$ cat src/rtl/kbd_tx_pkg.sv
// Shared types and constants of the keyboard serial key transmitter.
`default_nettype none
package kbd_tx_pkg;

	localparam logic [7:0] SYNC_BYTE = 8'hFF;
	localparam logic [6:0] WARN_CODE = 7'h78;
	localparam logic [6:0] KEY_CTRL  = 7'h63;
	localparam logic [6:0] KEY_LMETA = 7'h66;
	localparam logic [6:0] KEY_RMETA = 7'h67;

	localparam logic [15:0] HALF_PERIOD_RESET = 16'd20;
	localparam logic [23:0] ACK_TIMEOUT_RESET = 24'd143000;
	localparam logic [15:0] GAP_RESET         = 16'd200;

	typedef enum logic [1:0] {
		REG_HALF_PERIOD = 2'd0,
		REG_ACK_TIMEOUT = 2'd1,
		REG_GAP         = 2'd2
	} reg_idx_t;

	typedef enum logic [2:0] {
		PH_WAIT_CLK    = 3'd0,
		PH_SETUP       = 3'd1,
		PH_LOW         = 3'd2,
		PH_ACK_WAIT    = 3'd3,
		PH_ACK_RELEASE = 3'd4,
		PH_GAP         = 3'd5,
		PH_IDLE        = 3'd6
	} phase_t;

	typedef struct packed {
		logic [15:0] half_period_ticks;
		logic [23:0] ack_timeout_ticks;
		logic [15:0] gap_ticks;
	} cfg_t;

	// One classified input item as it travels from the front to the back.
	typedef struct packed {
		logic       is_event;
		logic       key_pressed;
		logic [2:0] combo_mask;
		logic [7:0] key_byte;
		logic       data_hi;
		logic       clk_hi;
	} item_t;

	typedef struct packed {
		logic       clock_drive_low;
		logic       data_drive_low;
		logic       busy_res;
		logic       event_accepted;
		logic       byte_finished;
		logic       ack_timed_out;
		logic [7:0] last_byte;
	} res_t;

endpackage
`default_nettype wire

$ cat src/rtl/kbd_tx_if.sv
// Channel interfaces of the keyboard serial key transmitter.
`default_nettype none
interface kbd_tx_in_if;
	logic       valid;
	logic       ready;
	logic       command;
	logic [6:0] keycode;
	logic       key_pressed;
	logic       data_line_high;
	logic       clock_line_high;
	modport source(output valid, command, keycode, key_pressed, data_line_high,
		clock_line_high, input ready);
	modport sink(input valid, command, keycode, key_pressed, data_line_high,
		clock_line_high, output ready);
endinterface

interface kbd_tx_out_if;
	logic       valid;
	logic       ready;
	logic       clock_drive_low;
	logic       data_drive_low;
	logic       busy_res;
	logic       event_accepted;
	logic       byte_finished;
	logic       ack_timed_out;
	logic [7:0] last_byte;
	modport source(output valid, clock_drive_low, data_drive_low, busy_res,
		event_accepted, byte_finished, ack_timed_out, last_byte, input ready);
	modport sink(input valid, clock_drive_low, data_drive_low, busy_res,
		event_accepted, byte_finished, ack_timed_out, last_byte, output ready);
endinterface

interface kbd_tx_cfg_if;
	logic        valid;
	logic        ready;
	logic [1:0]  index;
	logic [23:0] data;
	modport source(output valid, index, data, input ready);
	modport sink(input valid, index, data, output ready);
endinterface
`default_nettype wire

$ cat src/rtl/kbd_tx_front.sv
// Front end: accepts input transactions and classifies them into queue items.
`default_nettype none
module kbd_tx_front
	import kbd_tx_pkg::*;
(
	input  wire logic  clk,
	input  wire logic  arst_n,
	kbd_tx_in_if.sink  in_ch,
	output item_t      push_item,
	output logic       push_valid,
	input  wire logic  push_ready
);

	item_t item_c;
	item_t item_s1;
	logic  valid_s1;

	// Item fields and combo mask bit of the three keys of the warning code.
	always_comb begin
		item_c.is_event    = in_ch.command;
		item_c.key_pressed = in_ch.key_pressed;
		item_c.key_byte    = {in_ch.keycode, ~in_ch.key_pressed};
		item_c.data_hi     = in_ch.data_line_high;
		item_c.clk_hi      = in_ch.clock_line_high;
		unique case (in_ch.keycode)
			KEY_CTRL:  item_c.combo_mask = 3'b001;
			KEY_LMETA: item_c.combo_mask = 3'b010;
			KEY_RMETA: item_c.combo_mask = 3'b100;
			default:   item_c.combo_mask = 3'b000;
		endcase
	end

	assign in_ch.ready = !valid_s1 || push_ready;
	assign push_valid  = valid_s1;
	assign push_item   = item_s1;

	always_ff @(posedge clk or negedge arst_n) begin
		if (!arst_n) begin
			valid_s1 <= 1'b0;
		end else if (in_ch.ready) begin
			valid_s1 <= in_ch.valid;
		end
	end

	always_ff @(posedge clk) begin
		if (in_ch.ready && in_ch.valid) begin
			item_s1 <= item_c;
		end
	end

endmodule
`default_nettype wire

$ cat src/rtl/kbd_tx_queue.sv
// Small first-in first-out queue between the front and the back.
`default_nettype none
module kbd_tx_queue
	import kbd_tx_pkg::*;
#(
	parameter int DEPTH = 4
) (
	input  wire logic  clk,
	input  wire logic  arst_n,
	input  wire item_t push_item,
	input  wire logic  push_valid,
	output logic       push_ready,
	output item_t      pop_item,
	output logic       pop_valid,
	input  wire logic  pop_ready
);

	localparam int PW = $clog2(DEPTH);
	localparam int CW = $clog2(DEPTH + 1);
	localparam logic [PW-1:0] LAST = PW'(DEPTH - 1);

	item_t         entry_q [DEPTH];
	logic [PW-1:0] wr_ptr_q;
	logic [PW-1:0] rd_ptr_q;
	logic [CW-1:0] count_q;
	logic          do_push;
	logic          do_pop;

	assign push_ready = (count_q != CW'(DEPTH));
	assign pop_valid  = (count_q != '0);
	assign pop_item   = entry_q[rd_ptr_q];
	assign do_push    = push_valid && push_ready;
	assign do_pop     = pop_valid && pop_ready;

	always_ff @(posedge clk or negedge arst_n) begin
		if (!arst_n) begin
			wr_ptr_q <= '0;
			rd_ptr_q <= '0;
			count_q  <= '0;
		end else begin
			if (do_push) begin
				wr_ptr_q <= (wr_ptr_q == LAST) ? '0 : wr_ptr_q + PW'(1);
			end
			if (do_pop) begin
				rd_ptr_q <= (rd_ptr_q == LAST) ? '0 : rd_ptr_q + PW'(1);
			end
			if (do_push && !do_pop) begin
				count_q <= count_q + CW'(1);
			end else if (do_pop && !do_push) begin
				count_q <= count_q - CW'(1);
			end
		end
	end

	always_ff @(posedge clk) begin
		if (do_push) begin
			entry_q[wr_ptr_q] <= push_item;
		end
	end

endmodule
`default_nettype wire

$ cat src/rtl/kbd_tx_back.sv
// Back end: line sequencer, combo tracking and the result register.
`default_nettype none
module kbd_tx_back
	import kbd_tx_pkg::*;
(
	input  wire logic  clk,
	input  wire logic  arst_n,
	input  wire cfg_t  cfg,
	input  wire item_t pop_item,
	input  wire logic  pop_valid,
	output logic       pop_ready,
	output res_t       res,
	output logic       res_valid,
	input  wire logic  res_ready
);

	phase_t      phase_q, phase_n;
	logic [7:0]  shift_q, shift_n;
	logic [3:0]  bits_q, bits_n;
	logic [23:0] timer_q, timer_n;
	logic [2:0]  combo_q, combo_n;
	logic        warn_q, warn_n;
	logic        sync_q, sync_n;
	res_t        res_q, res_n;
	logic        res_valid_q;

	logic [23:0] timer_inc;
	logic        half_hit;
	logic        end_byte;
	logic        gap_done;
	logic [2:0]  bit_sel;

	assign pop_ready = !res_valid_q || res_ready;
	assign timer_inc = timer_q + 24'd1;
	assign half_hit  = timer_inc >= {8'd0, cfg.half_period_ticks};

	// Next state.
	always_comb begin
		phase_n  = phase_q;
		shift_n  = shift_q;
		bits_n   = bits_q;
		timer_n  = timer_q;
		combo_n  = combo_q;
		warn_n   = warn_q;
		sync_n   = sync_q;
		end_byte = 1'b0;
		gap_done = 1'b0;
		res_n    = '0;
		if (pop_item.is_event) begin
			if (phase_q == PH_IDLE) begin
				combo_n = pop_item.key_pressed ? (combo_q | pop_item.combo_mask)
					: (combo_q & ~pop_item.combo_mask);
				bits_n  = 4'd8;
				timer_n = '0;
				phase_n = PH_SETUP;
				if (combo_n == 3'b111) begin
					warn_n  = 1'b1;
					shift_n = {WARN_CODE, 1'b0};
				end else begin
					shift_n = pop_item.key_byte;
				end
				res_n.event_accepted = 1'b1;
			end
		end else begin
			unique case (phase_q)
				PH_WAIT_CLK: begin
					if (pop_item.clk_hi) begin
						sync_n  = 1'b1;
						shift_n = SYNC_BYTE;
						bits_n  = 4'd8;
						timer_n = '0;
						phase_n = PH_SETUP;
					end
				end
				PH_SETUP: begin
					timer_n = timer_inc;
					if (half_hit) begin
						timer_n = '0;
						phase_n = PH_LOW;
					end
				end
				PH_LOW: begin
					timer_n = timer_inc;
					if (half_hit) begin
						timer_n = '0;
						if (bits_q > 4'd1) begin
							bits_n  = bits_q - 4'd1;
							phase_n = PH_SETUP;
						end else begin
							bits_n  = '0;
							phase_n = PH_ACK_WAIT;
						end
					end
				end
				PH_ACK_WAIT: begin
					if (!pop_item.data_hi) begin
						timer_n = '0;
						phase_n = PH_ACK_RELEASE;
					end else begin
						timer_n = timer_inc;
						if (timer_inc >= cfg.ack_timeout_ticks) begin
							timer_n             = '0;
							end_byte            = 1'b1;
							res_n.ack_timed_out = 1'b1;
						end
					end
				end
				PH_ACK_RELEASE: begin
					if (pop_item.data_hi) begin
						end_byte = 1'b1;
					end
				end
				PH_GAP: begin
					timer_n = timer_inc;
					if (timer_inc >= {8'd0, cfg.gap_ticks}) begin
						timer_n  = '0;
						gap_done = 1'b1;
					end
				end
				PH_IDLE: begin
				end
				default: begin
				end
			endcase
		end

		// A finished byte either closes the sync phase or opens the gap.
		if (end_byte) begin
			res_n.byte_finished = 1'b1;
			res_n.last_byte     = shift_q;
			if (sync_q) begin
				sync_n  = 1'b0;
				phase_n = PH_IDLE;
			end else begin
				timer_n = '0;
				phase_n = PH_GAP;
				if (cfg.gap_ticks == '0) begin
					gap_done = 1'b1;
				end
			end
		end

		// After the gap the pending warning release goes out, if any.
		if (gap_done) begin
			if (warn_q) begin
				warn_n  = 1'b0;
				shift_n = {WARN_CODE, 1'b1};
				bits_n  = 4'd8;
				timer_n = '0;
				phase_n = PH_SETUP;
			end else begin
				phase_n = PH_IDLE;
			end
		end
	end

	// Line outputs follow the state after this item.
	assign bit_sel = 3'(bits_n - 4'd1);

	res_t res_full;
	always_comb begin
		res_full                 = res_n;
		res_full.clock_drive_low = (phase_n == PH_LOW);
		res_full.data_drive_low  = ((phase_n == PH_SETUP) || (phase_n == PH_LOW))
			&& (bits_n != 4'd0) && (bits_n <= 4'd8) && shift_n[bit_sel];
		res_full.busy_res        = (phase_n != PH_IDLE);
	end

	always_ff @(posedge clk or negedge arst_n) begin
		if (!arst_n) begin
			phase_q     <= PH_WAIT_CLK;
			shift_q     <= SYNC_BYTE;
			bits_q      <= 4'd8;
			timer_q     <= '0;
			combo_q     <= '0;
			warn_q      <= 1'b0;
			sync_q      <= 1'b1;
			res_valid_q <= 1'b0;
		end else if (pop_ready) begin
			res_valid_q <= pop_valid;
			if (pop_valid) begin
				phase_q <= phase_n;
				shift_q <= shift_n;
				bits_q  <= bits_n;
				timer_q <= timer_n;
				combo_q <= combo_n;
				warn_q  <= warn_n;
				sync_q  <= sync_n;
			end
		end
	end

	always_ff @(posedge clk) begin
		if (pop_ready && pop_valid) begin
			res_q <= res_full;
		end
	end

	assign res       = res_q;
	assign res_valid = res_valid_q;

	a_timeout_with_finish: assert property (@(posedge clk) disable iff (!arst_n)
		res_valid_q && res_q.ack_timed_out |-> res_q.byte_finished)
		else $error("timeout reported without a finished byte");

	a_byte_zero_when_idle: assert property (@(posedge clk) disable iff (!arst_n)
		res_valid_q && !res_q.byte_finished |-> res_q.last_byte == 8'd0)
		else $error("last byte set without a finished byte");

	a_clock_low_means_busy: assert property (@(posedge clk) disable iff (!arst_n)
		res_valid_q && res_q.clock_drive_low |-> res_q.busy_res)
		else $error("clock driven low while idle");

	a_idle_after_sync: assert property (@(posedge clk) disable iff (!arst_n)
		phase_q == PH_IDLE |-> !sync_q)
		else $error("idle while the sync byte is still flagged");

	a_busy_event_rejected: assert property (@(posedge clk) disable iff (!arst_n)
		pop_ready && pop_valid && pop_item.is_event && phase_q != PH_IDLE
		|=> res_valid_q && !res_q.event_accepted && $stable(combo_q))
		else $error("event taken while busy");

endmodule
`default_nettype wire

$ cat src/rtl/keyboard_serial_key_transmitter.sv
// Top level of the keyboard serial key transmitter.
// The block drives a two-wire open-drain keyboard link (clock and data,
// pulled high outside) from a stream of input transactions. A transaction
// is either a time tick carrying the sampled line levels or a key event.
// Every accepted transaction produces exactly one result transaction that
// carries the line drive levels after that transaction, the busy flag, and
// pulses for an accepted event and for a finished byte. One transaction is
// accepted per clock cycle while the queue has room; a transaction's result
// passes through the classifying front stage register, a queue entry and
// the result register loaded by the line sequencer, in that order. The line
// sequencer handles one transaction per cycle, so the sustained rate is set
// by that single back-end step and by how fast the result channel is
// drained. The queue between the front and the back holds QUEUE_DEPTH
// transactions, so each side can stall on its own. After reset the block
// waits for a tick that sees the clock line high and then sends the sync
// byte 0xFF; key events are accepted (event_accepted set) only while the
// block is idle and are dropped otherwise. Bytes go out MSB first, with a 1
// bit pulling data low. Holding control together with both meta keys sends
// the warning code 0x78 down and then up instead of the key. Timing
// registers (written on the configuration channel, by the user only while
// idle, which the block itself does not enforce): index 0 is the half period
// in ticks, index 1 the acknowledge timeout in ticks, index 2 the idle gap
// after each key byte in ticks. Index 3 is ignored. The configuration
// channel is always ready.
`default_nettype none
module keyboard_serial_key_transmitter
	import kbd_tx_pkg::*;
#(
	parameter int QUEUE_DEPTH = 4
) (
	input  wire logic   clk,
	input  wire logic   arst_n,
	kbd_tx_in_if.sink   key_in,
	kbd_tx_out_if.source res_out,
	kbd_tx_cfg_if.sink  cfg
);

	cfg_t  cfg_q;
	item_t push_item;
	logic  push_valid;
	logic  push_ready;
	item_t pop_item;
	logic  pop_valid;
	logic  pop_ready;
	res_t  res;

	// Configuration writes land in the timing registers at once.
	assign cfg.ready = 1'b1;

	always_ff @(posedge clk or negedge arst_n) begin
		if (!arst_n) begin
			cfg_q.half_period_ticks <= HALF_PERIOD_RESET;
			cfg_q.ack_timeout_ticks <= ACK_TIMEOUT_RESET;
			cfg_q.gap_ticks         <= GAP_RESET;
		end else if (cfg.valid) begin
			case (cfg.index)
				REG_HALF_PERIOD: cfg_q.half_period_ticks <= cfg.data[15:0];
				REG_ACK_TIMEOUT: cfg_q.ack_timeout_ticks <= cfg.data;
				REG_GAP:         cfg_q.gap_ticks         <= cfg.data[15:0];
				default: begin
				end
			endcase
		end
	end

	kbd_tx_front u_front (
		.clk        (clk),
		.arst_n     (arst_n),
		.in_ch      (key_in),
		.push_item  (push_item),
		.push_valid (push_valid),
		.push_ready (push_ready)
	);

	kbd_tx_queue #(
		.DEPTH (QUEUE_DEPTH)
	) u_queue (
		.clk        (clk),
		.arst_n     (arst_n),
		.push_item  (push_item),
		.push_valid (push_valid),
		.push_ready (push_ready),
		.pop_item   (pop_item),
		.pop_valid  (pop_valid),
		.pop_ready  (pop_ready)
	);

	kbd_tx_back u_back (
		.clk       (clk),
		.arst_n    (arst_n),
		.cfg       (cfg_q),
		.pop_item  (pop_item),
		.pop_valid (pop_valid),
		.pop_ready (pop_ready),
		.res       (res),
		.res_valid (res_out.valid),
		.res_ready (res_out.ready)
	);

	assign res_out.clock_drive_low = res.clock_drive_low;
	assign res_out.data_drive_low  = res.data_drive_low;
	assign res_out.busy_res        = res.busy_res;
	assign res_out.event_accepted  = res.event_accepted;
	assign res_out.byte_finished   = res.byte_finished;
	assign res_out.ack_timed_out   = res.ack_timed_out;
	assign res_out.last_byte       = res.last_byte;

endmodule
`default_nettype wire

$ cat src/flat_wrapper.sv
// flat-port wrapper written by rule: the top's interface ports become plain ports
module keyboard_serial_key_transmitter_flat import kbd_tx_pkg::*;
#(
	parameter int QUEUE_DEPTH = 4
)
  (clk, arst_n, key_in_valid, key_in_command, key_in_keycode, key_in_key_pressed, key_in_data_line_high, key_in_clock_line_high, key_in_ready, res_out_valid, res_out_clock_drive_low, res_out_data_drive_low, res_out_busy_res, res_out_event_accepted, res_out_byte_finished, res_out_ack_timed_out, res_out_last_byte, res_out_ready, cfg_valid, cfg_index, cfg_data, cfg_ready);
  kbd_tx_in_if key_in_i ();
  kbd_tx_out_if res_out_i ();
  kbd_tx_cfg_if cfg_i ();
  input  wire logic clk;
  input  wire logic arst_n;
  input wire logic [$bits(key_in_i.valid)-1:0] key_in_valid;
  input wire logic [$bits(key_in_i.command)-1:0] key_in_command;
  input wire logic [$bits(key_in_i.keycode)-1:0] key_in_keycode;
  input wire logic [$bits(key_in_i.key_pressed)-1:0] key_in_key_pressed;
  input wire logic [$bits(key_in_i.data_line_high)-1:0] key_in_data_line_high;
  input wire logic [$bits(key_in_i.clock_line_high)-1:0] key_in_clock_line_high;
  output wire logic [$bits(key_in_i.ready)-1:0] key_in_ready;
  output wire logic [$bits(res_out_i.valid)-1:0] res_out_valid;
  output wire logic [$bits(res_out_i.clock_drive_low)-1:0] res_out_clock_drive_low;
  output wire logic [$bits(res_out_i.data_drive_low)-1:0] res_out_data_drive_low;
  output wire logic [$bits(res_out_i.busy_res)-1:0] res_out_busy_res;
  output wire logic [$bits(res_out_i.event_accepted)-1:0] res_out_event_accepted;
  output wire logic [$bits(res_out_i.byte_finished)-1:0] res_out_byte_finished;
  output wire logic [$bits(res_out_i.ack_timed_out)-1:0] res_out_ack_timed_out;
  output wire logic [$bits(res_out_i.last_byte)-1:0] res_out_last_byte;
  input wire logic [$bits(res_out_i.ready)-1:0] res_out_ready;
  input wire logic [$bits(cfg_i.valid)-1:0] cfg_valid;
  input wire logic [$bits(cfg_i.index)-1:0] cfg_index;
  input wire logic [$bits(cfg_i.data)-1:0] cfg_data;
  output wire logic [$bits(cfg_i.ready)-1:0] cfg_ready;
  assign key_in_i.valid = key_in_valid;
  assign key_in_i.command = key_in_command;
  assign key_in_i.keycode = key_in_keycode;
  assign key_in_i.key_pressed = key_in_key_pressed;
  assign key_in_i.data_line_high = key_in_data_line_high;
  assign key_in_i.clock_line_high = key_in_clock_line_high;
  assign key_in_ready = key_in_i.ready;
  assign res_out_valid = res_out_i.valid;
  assign res_out_clock_drive_low = res_out_i.clock_drive_low;
  assign res_out_data_drive_low = res_out_i.data_drive_low;
  assign res_out_busy_res = res_out_i.busy_res;
  assign res_out_event_accepted = res_out_i.event_accepted;
  assign res_out_byte_finished = res_out_i.byte_finished;
  assign res_out_ack_timed_out = res_out_i.ack_timed_out;
  assign res_out_last_byte = res_out_i.last_byte;
  assign res_out_i.ready = res_out_ready;
  assign cfg_i.valid = cfg_valid;
  assign cfg_i.index = cfg_index;
  assign cfg_i.data = cfg_data;
  assign cfg_ready = cfg_i.ready;
  keyboard_serial_key_transmitter #(.QUEUE_DEPTH(QUEUE_DEPTH)) u_core (.clk(clk), .arst_n(arst_n), .key_in(key_in_i), .res_out(res_out_i), .cfg(cfg_i));
endmodule
$ cat config.mk
export PLATFORM = sky130hd
export DESIGN_NAME = keyboard_serial_key_transmitter_flat
export DESIGN_NICKNAME = d
export VERILOG_FILES = /design/src/rtl/kbd_tx_pkg.sv /design/src/rtl/kbd_tx_if.sv /design/src/rtl/kbd_tx_front.sv /design/src/rtl/kbd_tx_queue.sv /design/src/rtl/kbd_tx_back.sv /design/src/rtl/keyboard_serial_key_transmitter.sv /design/src/flat_wrapper.sv
export SDC_FILE = /design/constraint.sdc
export NUM_CORES = 1
export LEC_CHECK = 0
export ABC_AREA = 1
export BUFFER_PORTS_ARGS = -buffer_cell sky130_fd_sc_hd__buf_2
export CORE_MARGIN = 8
export CORE_UTILIZATION = 50
export DETAILED_ROUTE_END_ITERATION = 8
export PLACE_DENSITY_LB_ADDON = 0.15
export SYNTH_ARGS = -nofsm -noshare
export SYNTH_HDL_FRONTEND = slang
export SYNTH_HIERARCHICAL = 1
export SYNTH_SLANG_ARGS = --single-unit
export TNS_END_PERCENT = 10
$ cat constraint.sdc
create_clock -name clk -period 8.6 [get_ports clk]
set_input_delay 0.43 -clock clk [delete_from_list [all_inputs] [get_ports clk]]
set_output_delay 0.43 -clock clk [all_outputs]
set_load 0.01 [all_outputs]
Word-level counts from Yosys, hierarchy flattened:

Memories as Yosys holds them, arrays and structs flattened.
Index checks and enable logic that the tools add are counted.

* $add $sub $neg: 7
* order comparisons: 6
* equality and inequality tests: 18
* muxes and demuxes: 72
* bitwise gates (word level): 5
* reduce and logical (&&, ||, !) cells: 28

Operators with widths (number)
* 24-bit two-way mux: 11
* 24-bit case mux with 4 select lines: 1
* 8-bit two-way mux: 7
* 24-bit by 16-bit greater-or-equal comparator with 1-bit output: 2
* 3-bit two-way mux: 12
* 4-bit two-way mux: 7
* 1-bit two-way mux: 25
* 24-bit by 1-bit adder with 24-bit output, second input constant: 1
* 24-bit greater-or-equal comparator: 1
* 7-bit equality test, second input constant: 3
* 16-bit logical NOT: 1
* 3-bit equality test, second input constant: 4
* 3-bit case mux with 4 select lines: 1
* 3-bit by 2-bit equality test with 1-bit output, second input constant: 3
* 3-bit case mux with 3 select lines: 1
* 1-bit logical AND: 8
* 2-bit two-way mux: 4
* 4-bit case mux with 2 select lines: 1
* 2-bit AND reduction: 4
* 2-bit equality test, second input constant: 3
* 3-bit by 1-bit equality test with 1-bit output, second input constant: 2
* 3-bit != test, second input constant: 2
* 3-bit by 1-bit subtractor with 3-bit output, second input constant: 2
* 2-bit by 1-bit adder with 2-bit output, second input constant: 2
* other kinds (21): 28

* register bits: 138
* bits in writable memories: 60
* input bits: 42
* output and inout port bits: 17
* logic and storage cells: 165
* memories kept: 1

Memory list
* u_core.u_queue.entry_q: depth 4, width 15, rd ports 1, clocked after memory_dff 0, write ports 1, line kbd_tx_queue.sv:22 `item_t entry_q [DEPTH];`

Longest topological paths before layout:

Gate-level depths: netlist (run 1).

* depth in word-level cells: 14
* gate-level depth with buffers: 30
* gate-level depth less buffers: 30

Hierarchy:

Netlist (run 1), hierarchy kept.

By module, submodules not included
* kbd_tx_back: times used 1, cells an instance 918, area an instance 5947.0 sq um
* kbd_tx_queue: times used 1, cells an instance 234, area an instance 2901.5 sq um
* keyboard_serial_key_transmitter: times used 1, cells an instance 251, area an instance 2321.0 sq um
* kbd_tx_front: times used 1, cells an instance 36, area an instance 558.0 sq um

Worst setup path before layout (run 1):

Ideal clock, no wire load.

* path kind: flip-flop to flip-flop
* start: reg u_core.u_back.timer_q[0]
* end: reg u_core.u_back.res_q (netlist bit u_core/u_back/res[12]) (data pin)
* library setup time: 0.251 ns
* data arrival time: 3.527 ns
* data required time: 8.349 ns
* setup slack: 4.823 ns
* stages on the path, launching flop included: 29
* path buffers: 1
* path through: dfrtp_1 -> ha_1 -> nand2_2 -> nor2_4 -> nand3_2 -> o21ai_1 -> nand2_1 -> ha_1 -> nand2_1 -> nor2_1 -> inv_1 -> or2_2 -> nor2_1 -> nand2_1 -> nand4_1 -> nand2_1 -> nand2_1 -> nand3b_1 -> nand2_1 -> nand2_2 -> buf_2 -> o21ai_0 -> ha_1 -> inv_1 -> nand3_1 -> nand2_1 -> nand2_1 -> nand2_1 -> nor2_1

RTL lines
* start, declared: line kbd_tx_back.sv:20 `logic [23:0] timer_q, timer_n;`
* start signal, assigned: line kbd_tx_back.sv:185 `timer_q <= timer_n;`
* end signal, assigned: line kbd_tx_back.sv:195 `res_q <= res_full;`
* end, declared: line kbd_tx_back.sv:24 `res_t res_q, res_n;`

Worst setup path after layout (run 1):

* start: reg u_core.u_back.timer_q[0]
* end: reg u_core.u_back.timer_q[20]

* elaborated cells between the ends (all ways): 24

RTL lines
* 24-bit by 1-bit adder with 24-bit output (*): line kbd_tx_back.sv:34 `assign timer_inc = timer_q + 24'd1;`
* 24-bit greater-or-equal comparator (*): line kbd_tx_back.sv:101 `if (timer_inc >= cfg.ack_timeout_ticks) begin`
* 1-bit two-way mux (*): line kbd_tx_back.sv:101
* 1-bit two-way mux (*): line kbd_tx_back.sv:96 `if (!pop_item.data_hi) begin`
* 1-bit case mux with 2 select lines (*): line kbd_tx_back.sv:65 `unique case (phase_q)`
* 1-bit two-way mux (*): line kbd_tx_back.sv:49 `if (pop_item.is_event) begin`
* net u_core.u_back.end_byte: line kbd_tx_back.sv:29 `logic end_byte;`
* 24-bit two-way mux: line kbd_tx_back.sv:128 `if (end_byte) begin`
* 24-bit two-way mux: line kbd_tx_back.sv:145 `if (warn_q) begin`
* 24-bit two-way mux (*): line kbd_tx_back.sv:144 `if (gap_done) begin`

The timed path passes the listed nets; every way through them passes the cells marked *.
A chain may end at the register's enable or synchronous reset.

==> results of run 1 <==
[power by group]
part | switching (mW) | leakage (nW) | total (mW) | internal (mW)
logic | 1.39 | 3.61 | 2.08 | 0.687
registers | 0.192 | 2.15 | 1.49 | 1.30
clock network | 0.433 | 0.303 | 0.840 | 0.407
[state kept, by name (all words and copies together) (netlist names), 3 cells and up]
| name | count |
|---|---|
| u_core/u_back/res | 14 |
| u_core/u_back/shift_q | 8 |
| u_core/cfg_q | 56 |
| u_core/u_back/combo_q | 3 |
| u_core/u_back/timer_q | 24 |
| u_core/u_queue/count_q | 3 |
| u_core/u_back/bits_q | 4 |
| u_core/u_front/push_item | 15 |
| u_core/u_back/phase_q | 3 |
| u_core/u_queue/entry_q | 60 |
[worst max-delay path by stage]
stage / to / start / slack (ns) / cells after the start
after global routing: u_core/u_back/timer_q[22] / u_core/u_back/timer_q[0] / 3.36 / 22
final: u_core/u_back/timer_q[20] / u_core/u_back/timer_q[0] / 3.67 / 22
after CTS: u_core/u_back/timer_q[21] / u_core/u_back/timer_q[0] / 3.78 / 22
after detailed placement: u_core/u_back/timer_q[19] / u_core/u_back/timer_q[0] / 3.80 / 22
after global placement: u_core/u_back/timer_q[22] / u_core/u_back/timer_q[0] / 4.01 / 22
after floorplan: u_core/u_back/res[12] / u_core/u_back/timer_q[0] / 4.82 / 28
[critical path, stage by stage (launching register included)]
cell and delay [ns]:
dfrtp_1 0.52, ha_1 0.26, nand2_2 0.11, nor2_4 0.24
nand3_2 0.16, nor2_1 0.18, xor2_1 0.40, ha_1 0.32
nand2_1 0.08, nor2_1 0.05, nor2_1 0.12, nand3_1 0.10
nand2_1 0.06, nand4_1 0.17, nand2_1 0.14, nand2_1 0.15
nand3b_1 0.12, nand2_1 0.08, nand2_2 0.32, inv_2 0.13
nor3_4 0.84, nand3_1 0.17, o21ai_1 0.13
[synth_stat cells, types with 2 or more instances]
library cell,n
nand3_1,100
nor2_2,6
nand3_2,6
edfxtp_1,89
nor4_1,2
inv_2,4
nor2_1,85
buf_1,2
xor2_1,13
o211ai_1,44
o22ai_1,2
a31oi_1,7
nor3_1,10
o211ai_2,3
clkinv_1,2
ha_1,66
a211oi_1,2
buf_4,6
o21ai_0,68
nor2_4,6
or2_2,3
nand2_2,7
o21ai_1,7
inv_1,200
buf_2,15
clkbuf_1,20
dfrtp_1,86
a21oi_1,46
nand2_1,427
nand4_1,52
dfstp_2,23
o21a_1,4
buf_6,11
nand3b_1,2
[stage by stage]
| stage | hold WS [ns] | setup WS [ns] | power [mW] |
|---|---|---|---|
| final | 0.0427 | 3.67 | 4.41 |
| after global routing | 0.0947 | 3.36 | 4.78 |
| after CTS | 0.0665 | 3.78 | 4.41 |
| after detailed placement | 0.458 | 3.80 | 3.56 |
| after global placement | 0.453 | 4.01 | 3.51 |
| after floorplan | 0.134 | 4.82 | 3.04 |
[kinds of logic after synthesis]
family                   after synthesis
AND/OR/NAND/NOR                      709
adder cells (fa/ha/maj)               67
flip-flops                           198
buffers and inverters                261
other                                  1
AO/OA/AOI/OAI                        189
XOR/XNOR                              14
[metal layers]
metal	vias to the layer above	GRT usage (%)	wire length, µm	share of wire (%)
met1	4585	30.3	14000	48
li1	4798	-	-	-
met5	-	0	0	0
met4	0	6.00	407	1.4
met2	302	32.0	13100	45
met3	31	3.44	1700	5.8
[area by class of cell]
cell class | instances | share of cell area [%]
repair buffers | 66 | 2.78
well taps | 319 | 3.12
flip-flops and latches | 198 | 42.5
clock inverters | 15 | 1.56
multi-input cells | 980 | 40.7
inverters | 207 | 6.10
clock buffers | 17 | 3.33
==> metrics.log, run 1 <==
[metrics] Finished Cell Area: 12800 µm²
[metrics] kind of start point of the critical path: register
[metrics] number of buffers added for setup after CTS: 0
[metrics] post-layout min period: 4.93 ns
[metrics] class of the worst hold path: in2async
[metrics] post-cts sizing count: 0
[metrics] average cell area after synthesis: 8.15 µm²
[metrics] Tightest Pin Transition: 1.09 ns
[metrics] share of the synthesized netlist area taken by xor and xnor gates: 1.05%
[metrics] post-DR wirelength/cell: 16.2 µm
[metrics] Post-Route Setup TNS: 0 ns
[metrics] flip-flop cell with the highest count after synthesis: edfxtp_1
[metrics] number of inserted diodes: 0
[metrics] remaining design rule violation count: 0
[metrics] post-synthesis instance area: 11700 µm²
[metrics] CTS H-tree depth: 4
[metrics] post-route antenna net violation count: 0
[metrics] number of I/O port buffers: 57
[metrics] number of antenna violations at the first check in global routing: 0
[metrics] fraction of the core area covered by cells at the end of the flow: 55.0%
[metrics] Seq. cell area: 5430 µm²
[metrics] area of combinational cells with multiple inputs: 5200 µm²
[metrics] slack of the worst reg-to-reg path: 3.67 ns
[metrics] CP max FO: 24
[metrics] end of the worst register-to-register path: u_core/u_back/timer_q[20]
[metrics] clk sink count: 198
[metrics] unrepaired setup endpoints after global routing: no
[metrics] areal power density over the cells: 345 nW/µm²
[metrics] number of hold-slack violations in the final timing report: 0
[metrics] Worst Clk Skew: 0.0213 ns
[metrics] # Max-Cap Violations: 0
[metrics] maximum clock path buffer count: 2
[metrics] cell accounting for the most synthesized area: edfxtp_1
[metrics] most used cells in the layout excluding fill and tap cells: nand2_1, inv_1, nand3_1
[metrics] Synth Area in Adders: 7.21%
[metrics] clock-pin slew of the registers on the worst-case setup and hold paths: 0.08 ns
[metrics] DRT Pass-1 Iters: 5
[metrics] most common cell after layout, fill and taps aside: nand2_1
[metrics] HPWL after detailed placement: 20500 µm
[metrics] fin crit share: 57.3%
[metrics] non-filler cells in the finished layout: 1802
[metrics] final net count: 1579
[metrics] kind of critical path: reg2reg
[metrics] worst reg2reg path startpoint: u_core/u_back/timer_q[0]
[metrics] cell total after placement: 1770
[metrics] total number of placement rows: 56
[metrics] arrival time at the worst endpoint: 5.29 ns
[metrics] sequential-to-total area share from yosys stat: 46.3%
[metrics] leakage power of the design: 6.07 nW
[metrics] Core Area: 23300 µm²
[metrics] combinational family with the most area after synthesis: simple AND/OR/NAND/NOR gates
[metrics] total overflow reported by the global router: 0
[metrics] number of placed I/O pins: 59
[metrics] required time of the critical path: 8.96 ns
[metrics] die width: 169 µm
[metrics] first-pass GRT wire length: 48200 µm
[metrics] number of setup violations in the final report: 0
[metrics] crit end category: register
[metrics] number of DRC markers in iteration 0: 777
[metrics] gp weighted congestion: 0.913
[metrics] GRT Util Overall: 21.0%
[metrics] number of buffers inserted during clock tree synthesis: 17
[metrics] Netlist cell types: 47
[metrics] outcome: finished clean
[metrics] cell at the root of the clock tree: clkbuf_16
[metrics] asr flop ratio synth: 55.1%
[metrics] initial standard-cell utilization of the core: 50.4%
[metrics] Max IR drop VDD: 0.157 mV
[metrics] vias: 9716
[metrics] area delta synth->final: 9.04%
[metrics] ratio of cells with drive above 1 in the final layout: 11.1%
[metrics] Post-Route WL: 29300 µm
[metrics] Area after DPL: 12200 µm²
[metrics] latest clock arrival within the worst-skew pair: 0.45 ns
[metrics] cell types with the largest area share after synthesis: edfxtp_1, dfrtp_1, nand2_1, ha_1, inv_1
[metrics] number of hold-repair buffers added at the cts stage: 0
[metrics] number of fillers in the final layout: 2242
[metrics] mux share of post-synthesis cell area: 0%
[metrics] Die Height: 169 µm
[metrics] fraction of synthesized cell area taken by the top area cell type: 22.8%
[metrics] Synth Register Bits: 198
[metrics] largest net degree at the start of global routing: 64
[metrics] Slew headroom: 27.1%
[metrics] Worst Reg2Reg Path Length in Cells: 22
[metrics] cells after synthesis: 1439
[metrics] final slew viol count: 0
[metrics] Synth Area in Simple Gates: 26.3%
[metrics] via count normalized by instance count: 5.39
[metrics] Synth warnings: 6
[metrics] Compound-Gate Fraction of Synth Area: 9.67%
[metrics] number of global-route vias before repair: 9379
[metrics] number of synthesized flops with an enable pin: 89
[metrics] maximum operating frequency: 203 MHz
[metrics] TritonCTS clock tree: yes
[metrics] Mapped Nets: 1548
[metrics] Die Outline Area: 28600 µm²
(Power assumes the default switching activity.)
==> inputs of run 2 (changes only) <==
- clock period: 8.6 -> 5 ns (I/O delays scaled with it)
==> run 2 against run 1 <==
Compared with the run above: non-clock buffer count up 17; flip-flop and latch count unchanged; worst hold slack worse by 0.0026 ns; utilization up 0.86 points; worst setup slack worse by 3.1 ns; fmax up 10%; clock-buffer cell count unchanged; critical endpoint is now u_core/u_back/res[12]; largest cell class unchanged; largest power group unchanged.
==> metrics.log, run 2 (synthesis gave the netlist of run 1 again) <==
[metrics] GRT Util Overall: 20.8% (-0.19 points)
[metrics] number of antenna violations at the first check in global routing: 0 (unchanged)
[metrics] Max IR drop VDD: 0.216 mV (+37%)
[metrics] arrival time at the worst endpoint: 4.67 ns (-0.62 ns)
[metrics] vias: 9742 (+0.27%)
[metrics] Die Outline Area: 28600 µm² (unchanged)
[metrics] number of hold-slack violations in the final timing report: 0 (unchanged)
[metrics] clk sink count: 198 (unchanged)
[metrics] first-pass GRT wire length: 47700 µm (-1.0%)
[metrics] post-layout min period: 4.47 ns (-0.462 ns)
[metrics] area of combinational cells with multiple inputs: 5220 µm² (+0.29%)
[metrics] registers with the most flip-flops: u_core/u_queue/entry_q x60, u_core/cfg_q x56, u_core/u_back/timer_q x24
[metrics] register with the highest flop count: u_core/u_queue/entry_q
[metrics] clock-pin slew of the registers on the worst-case setup and hold paths: 0.09 ns (about the same)
[metrics] class of the worst hold path: in2reg
[metrics] combined buffer and inverter count along the critical path: 3 (+2)
[metrics] area delta synth->final: 10.7%
[metrics] leakage power of the design: 6.17 nW (+1.6%)
[metrics] die width: 169 µm (unchanged)
[metrics] worst-case setup margin in the final layout: 0.534 ns (-3.14 ns)
[metrics] gp weighted congestion: 0.898 (-1.7%)
[metrics] Die Height: 169 µm (unchanged)
[metrics] crit end category: register
[metrics] number of I/O port buffers: 57 (unchanged)
[metrics] cell with the biggest individual delay on the critical path: dfrtp_1
[metrics] Post-Route WL: 29000 µm (-0.85%)
[metrics] Worst Setup SP: u_core/u_back/timer_q[1]
[metrics] Tightest Pin Transition: 1.15 ns (+0.0553 ns)
[metrics] latest clock arrival within the worst-skew pair: 0.45 ns (about the same)
[metrics] number of buffers inserted during clock tree synthesis: 17 (unchanged)
[metrics] number of fillers in the final layout: 2207 (-1.6%)
[metrics] most common cell after layout, fill and taps aside: nand2_1
[metrics] outcome: finished clean
[metrics] kind of start point of the critical path: register
[metrics] areal power density over the cells: 588 nW/µm² (+70%)
[metrics] CP max FO: 22 (-8.3%)
[metrics] remaining design rule violation count: 0 (unchanged)
[metrics] TritonCTS clock tree: yes
[metrics] Final Hold Slack: 0.0401 ns (-0.00259 ns)
[metrics] largest net degree at the start of global routing: 63 (-1.6%)
[metrics] number of setup violations in the final report: 0 (unchanged)
[metrics] slowest cell delay on critical path: 0.47 ns (-0.37 ns)
[metrics] Slew headroom: 23.4% (-3.7 points)
[metrics] fin crit share: 89.3% (+32 points)
[metrics] final net count: 1596 (+1.1%)
[metrics] kind of cell adding the most delay to the critical path: simple AND/OR/NAND/NOR gates
[metrics] number of buffers added for setup after CTS: 0 (unchanged)
[metrics] HPWL after detailed placement: 20100 µm (-1.9%)
[metrics] most common cell type on the critical path: nand2_1
[metrics] via count normalized by instance count: 5.36 (-0.67%)
[metrics] maximum clock path buffer count: 2 (unchanged)
[metrics] number of global-route vias before repair: 9280 (-1.1%)
[metrics] number of DRC markers in iteration 0: 871 (+12%)
[metrics] final slew viol count: 0 (unchanged)
[metrics] Post-Route Setup TNS: 0 ns (unchanged)
[metrics] ratio of cells with drive above 1 in the final layout: 11.4% (+0.34 points)
[metrics] Worst Clk Skew: 0.0204 ns (-0.000942 ns)
[metrics] # Max-Cap Violations: 0 (unchanged)
[metrics] cell at the root of the clock tree: clkbuf_16
[metrics] DRT Pass-1 Iters: 5 (unchanged)
[metrics] unrepaired setup endpoints after global routing: no
[metrics] maximum operating frequency: 224 MHz (+10%)
[metrics] most used cells in the layout excluding fill and tap cells: nand2_1, inv_1, nand3_1
[metrics] Seq. cell area: 5430 µm² (about the same)
[metrics] initial standard-cell utilization of the core: 50.4% (unchanged)
[metrics] number of flip-flops in the largest register: 60 (unchanged)
[metrics] post-DR wirelength/cell: 16.0 µm (-1.8%)
[metrics] start point of the worst min-delay path: cfg_data[4]
[metrics] number of placed I/O pins: 59 (unchanged)
[metrics] CTS H-tree depth: 4 (unchanged)
[metrics] kind of critical path: reg2reg
[metrics] Core Area: 23300 µm² (unchanged)
[metrics] fraction of the core area covered by cells at the end of the flow: 55.8% (+0.86 points)
[metrics] worst reg2reg path startpoint: u_core/u_back/timer_q[1]
[metrics] Setup Slack @ Placement: 0.310 ns (-3.49 ns)
[metrics] required time of the critical path: 5.20 ns (-3.76 ns)
[metrics] total number of placement rows: 56 (unchanged)
[metrics] number of inserted diodes: 0 (unchanged)
[metrics] total overflow reported by the global router: 0 (unchanged)
[metrics] post-route total power: 7.63 mW (+73%)
[metrics] post-route antenna net violation count: 0 (unchanged)
-- run 2: path summary, 6_finish.rpt --
path	cells after the start	to	slack [ns]
worst min-delay path	3	u_core/cfg_q[44]	0.04
max in group asynchronous	3	u_core/cfg_q[1]	3.39
worst min register to register	2	u_core/cfg_q[42]	0.46
worst max-delay path	28	u_core/u_back/res[12]	0.53
min in group asynchronous	2	u_core/u_back/timer_q[13]	0.46
worst max register to register	28	u_core/u_back/res[12]	0.53
-- run 2: stage by stage --
stage          cell area (µm²)  cells
2_1_floorplan            11700   1439
3_3_place_gp             12200   1774
3_5_place_dp             12200   1774
4_1_cts                  13000   1819
5_1_grt                  13000   1819
6_report                 13000   1819
-- run 2: per-layer routing --
metal	part of all wire, %	vias up	track usage, %
li1	-	4846	-
met1	49	4595	30.2
met2	44	279	31.7
met3	5.5	22	3.63
met4	1.0	0	5.19
met5	0	-	0
-- run 2: repair_timing --
action                                 in CTS  in global routing
resized for setup                           0                  3
hold buffers                               13                  0
endpoints found under the hold margin      61                  0
setup endpoints to repair                   0                  1
-- run 2: area by class of cell --
cell class | instances | area share (%)
Sequential cell | 198 | 41.8
Multi-Input combinational cell | 980 | 40.2
Inverter | 207 | 6.00
Timing Repair Buffer | 83 | 3.97
Clock buffer | 17 | 3.28
Tap cell | 319 | 3.07
Clock inverter | 15 | 1.71
-- run 2: report_power, final --
group | internal (mW) | switching [mW] | total [mW]
sequential | 2.23 | 0.372 | 2.60
clock | 0.707 | 0.755 | 1.46
combinational | 1.22 | 2.35 | 3.57
total | 4.16 | 3.47 | 7.63
-- run 2: worst register-to-register path, delay by kind of cell, from the launching register on --
family,cells,cell delay [ns]
buffers and inverters,3,0.24
adder cells (fa/ha/maj),3,0.84
XOR/XNOR,1,0.28
flip-flops,1,0.47
AND/OR/NAND/NOR,21,2.42
==> inputs of run 3 (changes only) <==
- ABC_AREA: 1 -> unset
- CORE_MARGIN: 8 -> unset
- PLACE_DENSITY: unset -> 0.72
- PLACE_DENSITY_LB_ADDON: 0.15 -> unset
==> run 3 against run 2 <==
Compared with the run above: the run now ends with setup timing left; design area decreased by 5.1%; fmax decreased by 12%; via count decreased by 25%; largest power group is now sequential cells.
==> metrics.log, run 3 <==
[metrics] outcome: finished with violations
[metrics] violated checks: setup timing
[metrics] first-pass GRT wire length: 36500 µm (-23%)
[metrics] number of hold-slack violations in the final timing report: 0 (unchanged)
[metrics] # Max-Cap Violations: 0 (unchanged)
[metrics] HPWL after detailed placement: 15600 µm (-22%)
[metrics] Synth Register Bits: 198 (unchanged)
[metrics] most used cells in the layout excluding fill and tap cells: edfxtp_1, dfrtp_1, inv_1
[metrics] crit end category: register
[metrics] largest net degree at the start of global routing: 77 (+22%)
[metrics] top cells by instance count after synthesis: edfxtp_1, dfrtp_1, inv_1
[metrics] Post-Route WL: 22100 µm (-24%)
[metrics] number of flip-flops in the largest register: 60 (unchanged)
[metrics] registers with the most flip-flops: u_core/u_queue/entry_q x60, u_core/cfg_q x56, u_core/u_back/timer_q x24
[metrics] total number of placement rows: 52 (-7.1%)
[metrics] non-filler cells in the finished layout: 1285 (-29%)
[metrics] maximum operating frequency: 197 MHz (-12%)
[metrics] remaining design rule violation count: 0 (unchanged)
[metrics] Finished Cell Area: 12300 µm² (-5.1%)
[metrics] Die Height: 147 µm (-13%)
[metrics] vias: 7264 (-25%)
[metrics] TritonCTS clock tree: yes
[metrics] clk sink count: 198 (unchanged)
[metrics] number of DRC markers in iteration 0: 531 (-39%)
[metrics] cell with the most instances after synthesis: edfxtp_1
[metrics] Core Area: 20400 µm² (-12%)
[metrics] Slew headroom: 33.6% (+10 points)
[metrics] maximum clock path buffer count: 2 (unchanged)
[metrics] topmost layer with routed signal wires: met4
[metrics] unrepaired setup endpoints after global routing: yes
[metrics] post-layout min period: 5.06 ns (+0.598 ns)
[metrics] total overflow reported by the global router: 0 (unchanged)
[metrics] Worst Clk Skew: 0.0130 ns (-0.00741 ns)
[metrics] Max IR drop VDD: 0.299 mV (+39%)
[metrics] latest clock arrival within the worst-skew pair: 0.44 ns (about the same)
[metrics] register with the highest flop count: u_core/u_queue/entry_q
[metrics] ratio of cells with drive above 1 in the final layout: 29.8% (+18 points)
[metrics] worst-case setup margin in the final layout: -0.0638 ns (-0.598 ns)
[metrics] number of synthesized flops with an enable pin: 89 (unchanged)
[metrics] class of the worst hold path: in2reg
[metrics] CP max FO: 7 (-68%)
[metrics] met3 wire length: 927 µm (-42%)
[metrics] final net count: 1111 (-30%)
[metrics] number of setup violations in the final report: 1 (+1)
[metrics] DRT Pass-1 Iters: 5 (unchanged)
[metrics] kind of critical path: reg2reg
[metrics] fin crit share: 101% (+12 points)
[metrics] Netlist cell types: 85 (+81%)
[metrics] number of I/O port buffers: 57 (unchanged)
[metrics] average cell area after synthesis: 11.9 µm² (+46%)
[metrics] via count normalized by instance count: 5.65 (+5.5%)
[metrics] die width: 147 µm (-13%)
[metrics] Setup Slack @ Placement: -0.179 ns (-0.489 ns)
[metrics] fraction of synthesized cell area taken by the top area cell type: 25.4% (+2.6 points)
[metrics] number of inserted diodes: 0 (unchanged)
[metrics] most common cell after layout, fill and taps aside: edfxtp_1
[metrics] arrival time at the worst endpoint: 5.32 ns (+0.65 ns)
[metrics] Die Outline Area: 21600 µm² (-24%)
[metrics] number of placed I/O pins: 59 (unchanged)
[metrics] Synth warnings: 6 (unchanged)
[metrics] number of global-route vias before repair: 7259 (-22%)
[metrics] post-DR wirelength/cell: 17.2 µm (+7.8%)
[metrics] cell types with the largest area share after synthesis: edfxtp_1, dfrtp_1, ha_1, mux2_2, dfstp_2
[metrics] sequential-to-total area share from yosys stat: 51.6% (+5.3 points)
[metrics] Routed met2 length: 10400 µm (-19%)
[metrics] Area after DPL: 11500 µm² (-5.8%)
[metrics] areal power density over the cells: 460 nW/µm² (-22%)
[metrics] area delta synth->final: 17.2%
[metrics] cell accounting for the most synthesized area: edfxtp_1
[metrics] initial standard-cell utilization of the core: 51.5% (+1.0 points)
[metrics] flip-flop cell with the highest count after synthesis: edfxtp_1
[metrics] number of fillers in the final layout: 1642 (-26%)
[metrics] kind of start point of the critical path: register
[metrics] gp weighted congestion: 0.891 (-0.72%)
[metrics] Tightest Pin Transition: 0.995 ns (-0.154 ns)
[metrics] met1 wire length: 10400 µm (-27%)
[metrics] required time of the critical path: 5.25 ns (+0.05 ns)
[metrics] asr flop ratio synth: 55.1% (unchanged)
[metrics] CTS H-tree depth: 4 (unchanged)
[metrics] leakage power of the design: 5.44 nW (-12%)
[metrics] cells after synthesis: 884 (-39%)
[metrics] cell at the root of the clock tree: clkbuf_16
[metrics] final slew viol count: 0 (unchanged)
[metrics] GRT Util Overall: 21.6% (+0.84 points)
[metrics] post-route antenna net violation count: 0 (unchanged)
[metrics] post-synthesis instance area: 10500 µm² (-10%)
[metrics] cell total after placement: 1239 (-30%)
[metrics] number of antenna violations at the first check in global routing: 0 (unchanged)
[metrics] clock-pin slew of the registers on the worst-case setup and hold paths: 0.08 ns (about the same)
[metrics] number of buffers inserted during clock tree synthesis: 17 (unchanged)
[metrics] Mapped Nets: 993 (-36%)
[metrics] Final Hold Slack: 0.0213 ns (-0.0188 ns)
==> run 3: timing repair <==
action | in CTS | in global routing
endpoints found under the setup margin | 1 | 1
buffers inserted | 4 | 4
gates resized for setup | 11 | 8
endpoints found under the hold margin | 14 | 0
hold buffers | 6 | 0
pin swaps | 6 | 6
cloned | 0 | 0
==> run 3: final cells by class <==
type	instances	area [µm²]	share of cell area, %
clock buffer	17	425	3.45
clock inverter	15	198	1.60
inverter	72	270	2.19
multi-input combinational	580	4780	38.8
sequential	198	5430	44.1
tap	270	338	2.74
timing repair buffer	133	881	7.15
==> run 3: cells by family after synthesis <==
logic type      after synthesis  synth area share [%]
compound gates              161                  10.6
other cells                   1                0.0357
flops                       198                  51.6
xor+xnor                     26                  2.24
mux                          82                  10.6
fa+ha+maj                    67                  8.05
simple gates                243                  12.3
buf+inv                     106                  4.49
==> run 3: path summary, 6_finish.rpt <==
kind                                     startpoint                      endpoint  slack, ns  depth (start not counted)
setup / recovery           u_core/u_back/timer_q[1]         u_core/u_back/res[12]      -0.06                         24
hold / removal                   key_in_key_pressed  u_core/u_front/push_item[13]       0.02                          1
setup reg to reg           u_core/u_back/timer_q[1]         u_core/u_back/res[12]      -0.06                         24
hold reg to reg            u_core/u_back/shift_q[6]      u_core/u_back/shift_q[6]       0.47                          2
max in group asynchronous                    arst_n              u_core/cfg_q[42]       3.45                          3
min in group asynchronous                    arst_n              u_core/cfg_q[55]       0.51                          2
==> run 3: worst max-delay path, stage by stage (launching register included) <==
cell and delay, ns:
dfrtp_1 0.43, ha_4 0.16, nand4_2 0.08, or3_4 0.39, buf_6 0.15, nor4_4 0.27, xor2_1 0.24, ha_1 0.26
nand2_1 0.09, a21oi_1 0.05, a221o_1 0.33, a31o_2 0.27, a21oi_4 0.15, o22ai_2 0.10, inv_2 0.07, nor2_2 0.05
a221o_1 0.31, ha_4 0.32, buf_6 0.10, nor2_1 0.03, o211a_1 0.24, nor3_2 0.13, nor2_1 0.06, o41a_1 0.39
o41ai_2 0.21
==> run 3: layer usage <==
| layer | vias up | global-route usage [%] |
|---|---|---|
| met3 | 27 | 3.42 |
| met2 | 166 | 35.0 |
| met4 | 0 | 6.49 |
| met1 | 3584 | 30.0 |
| li1 | 3487 | - |
| met5 | - | 0 |
==> run 3: through the flow <==
step	setup TNS (ns)	power, mW	utilization, %
CTS	-0.0135	5.70	60.0
detailed placement	-0.179	4.25	56.2
floorplan	-0.110	3.74	-
global placement	-0.0189	4.19	56.2
global route	-0.251	6.01	60.3
finish	-0.0638	5.67	60.3
==> run 3: power breakdown <==
part	switching [mW]	internal (mW)	total, mW
combinational	1.06	0.833	1.89
sequential	0.239	2.14	2.38
clock	0.707	0.687	1.39
total	2.00	3.66	5.67
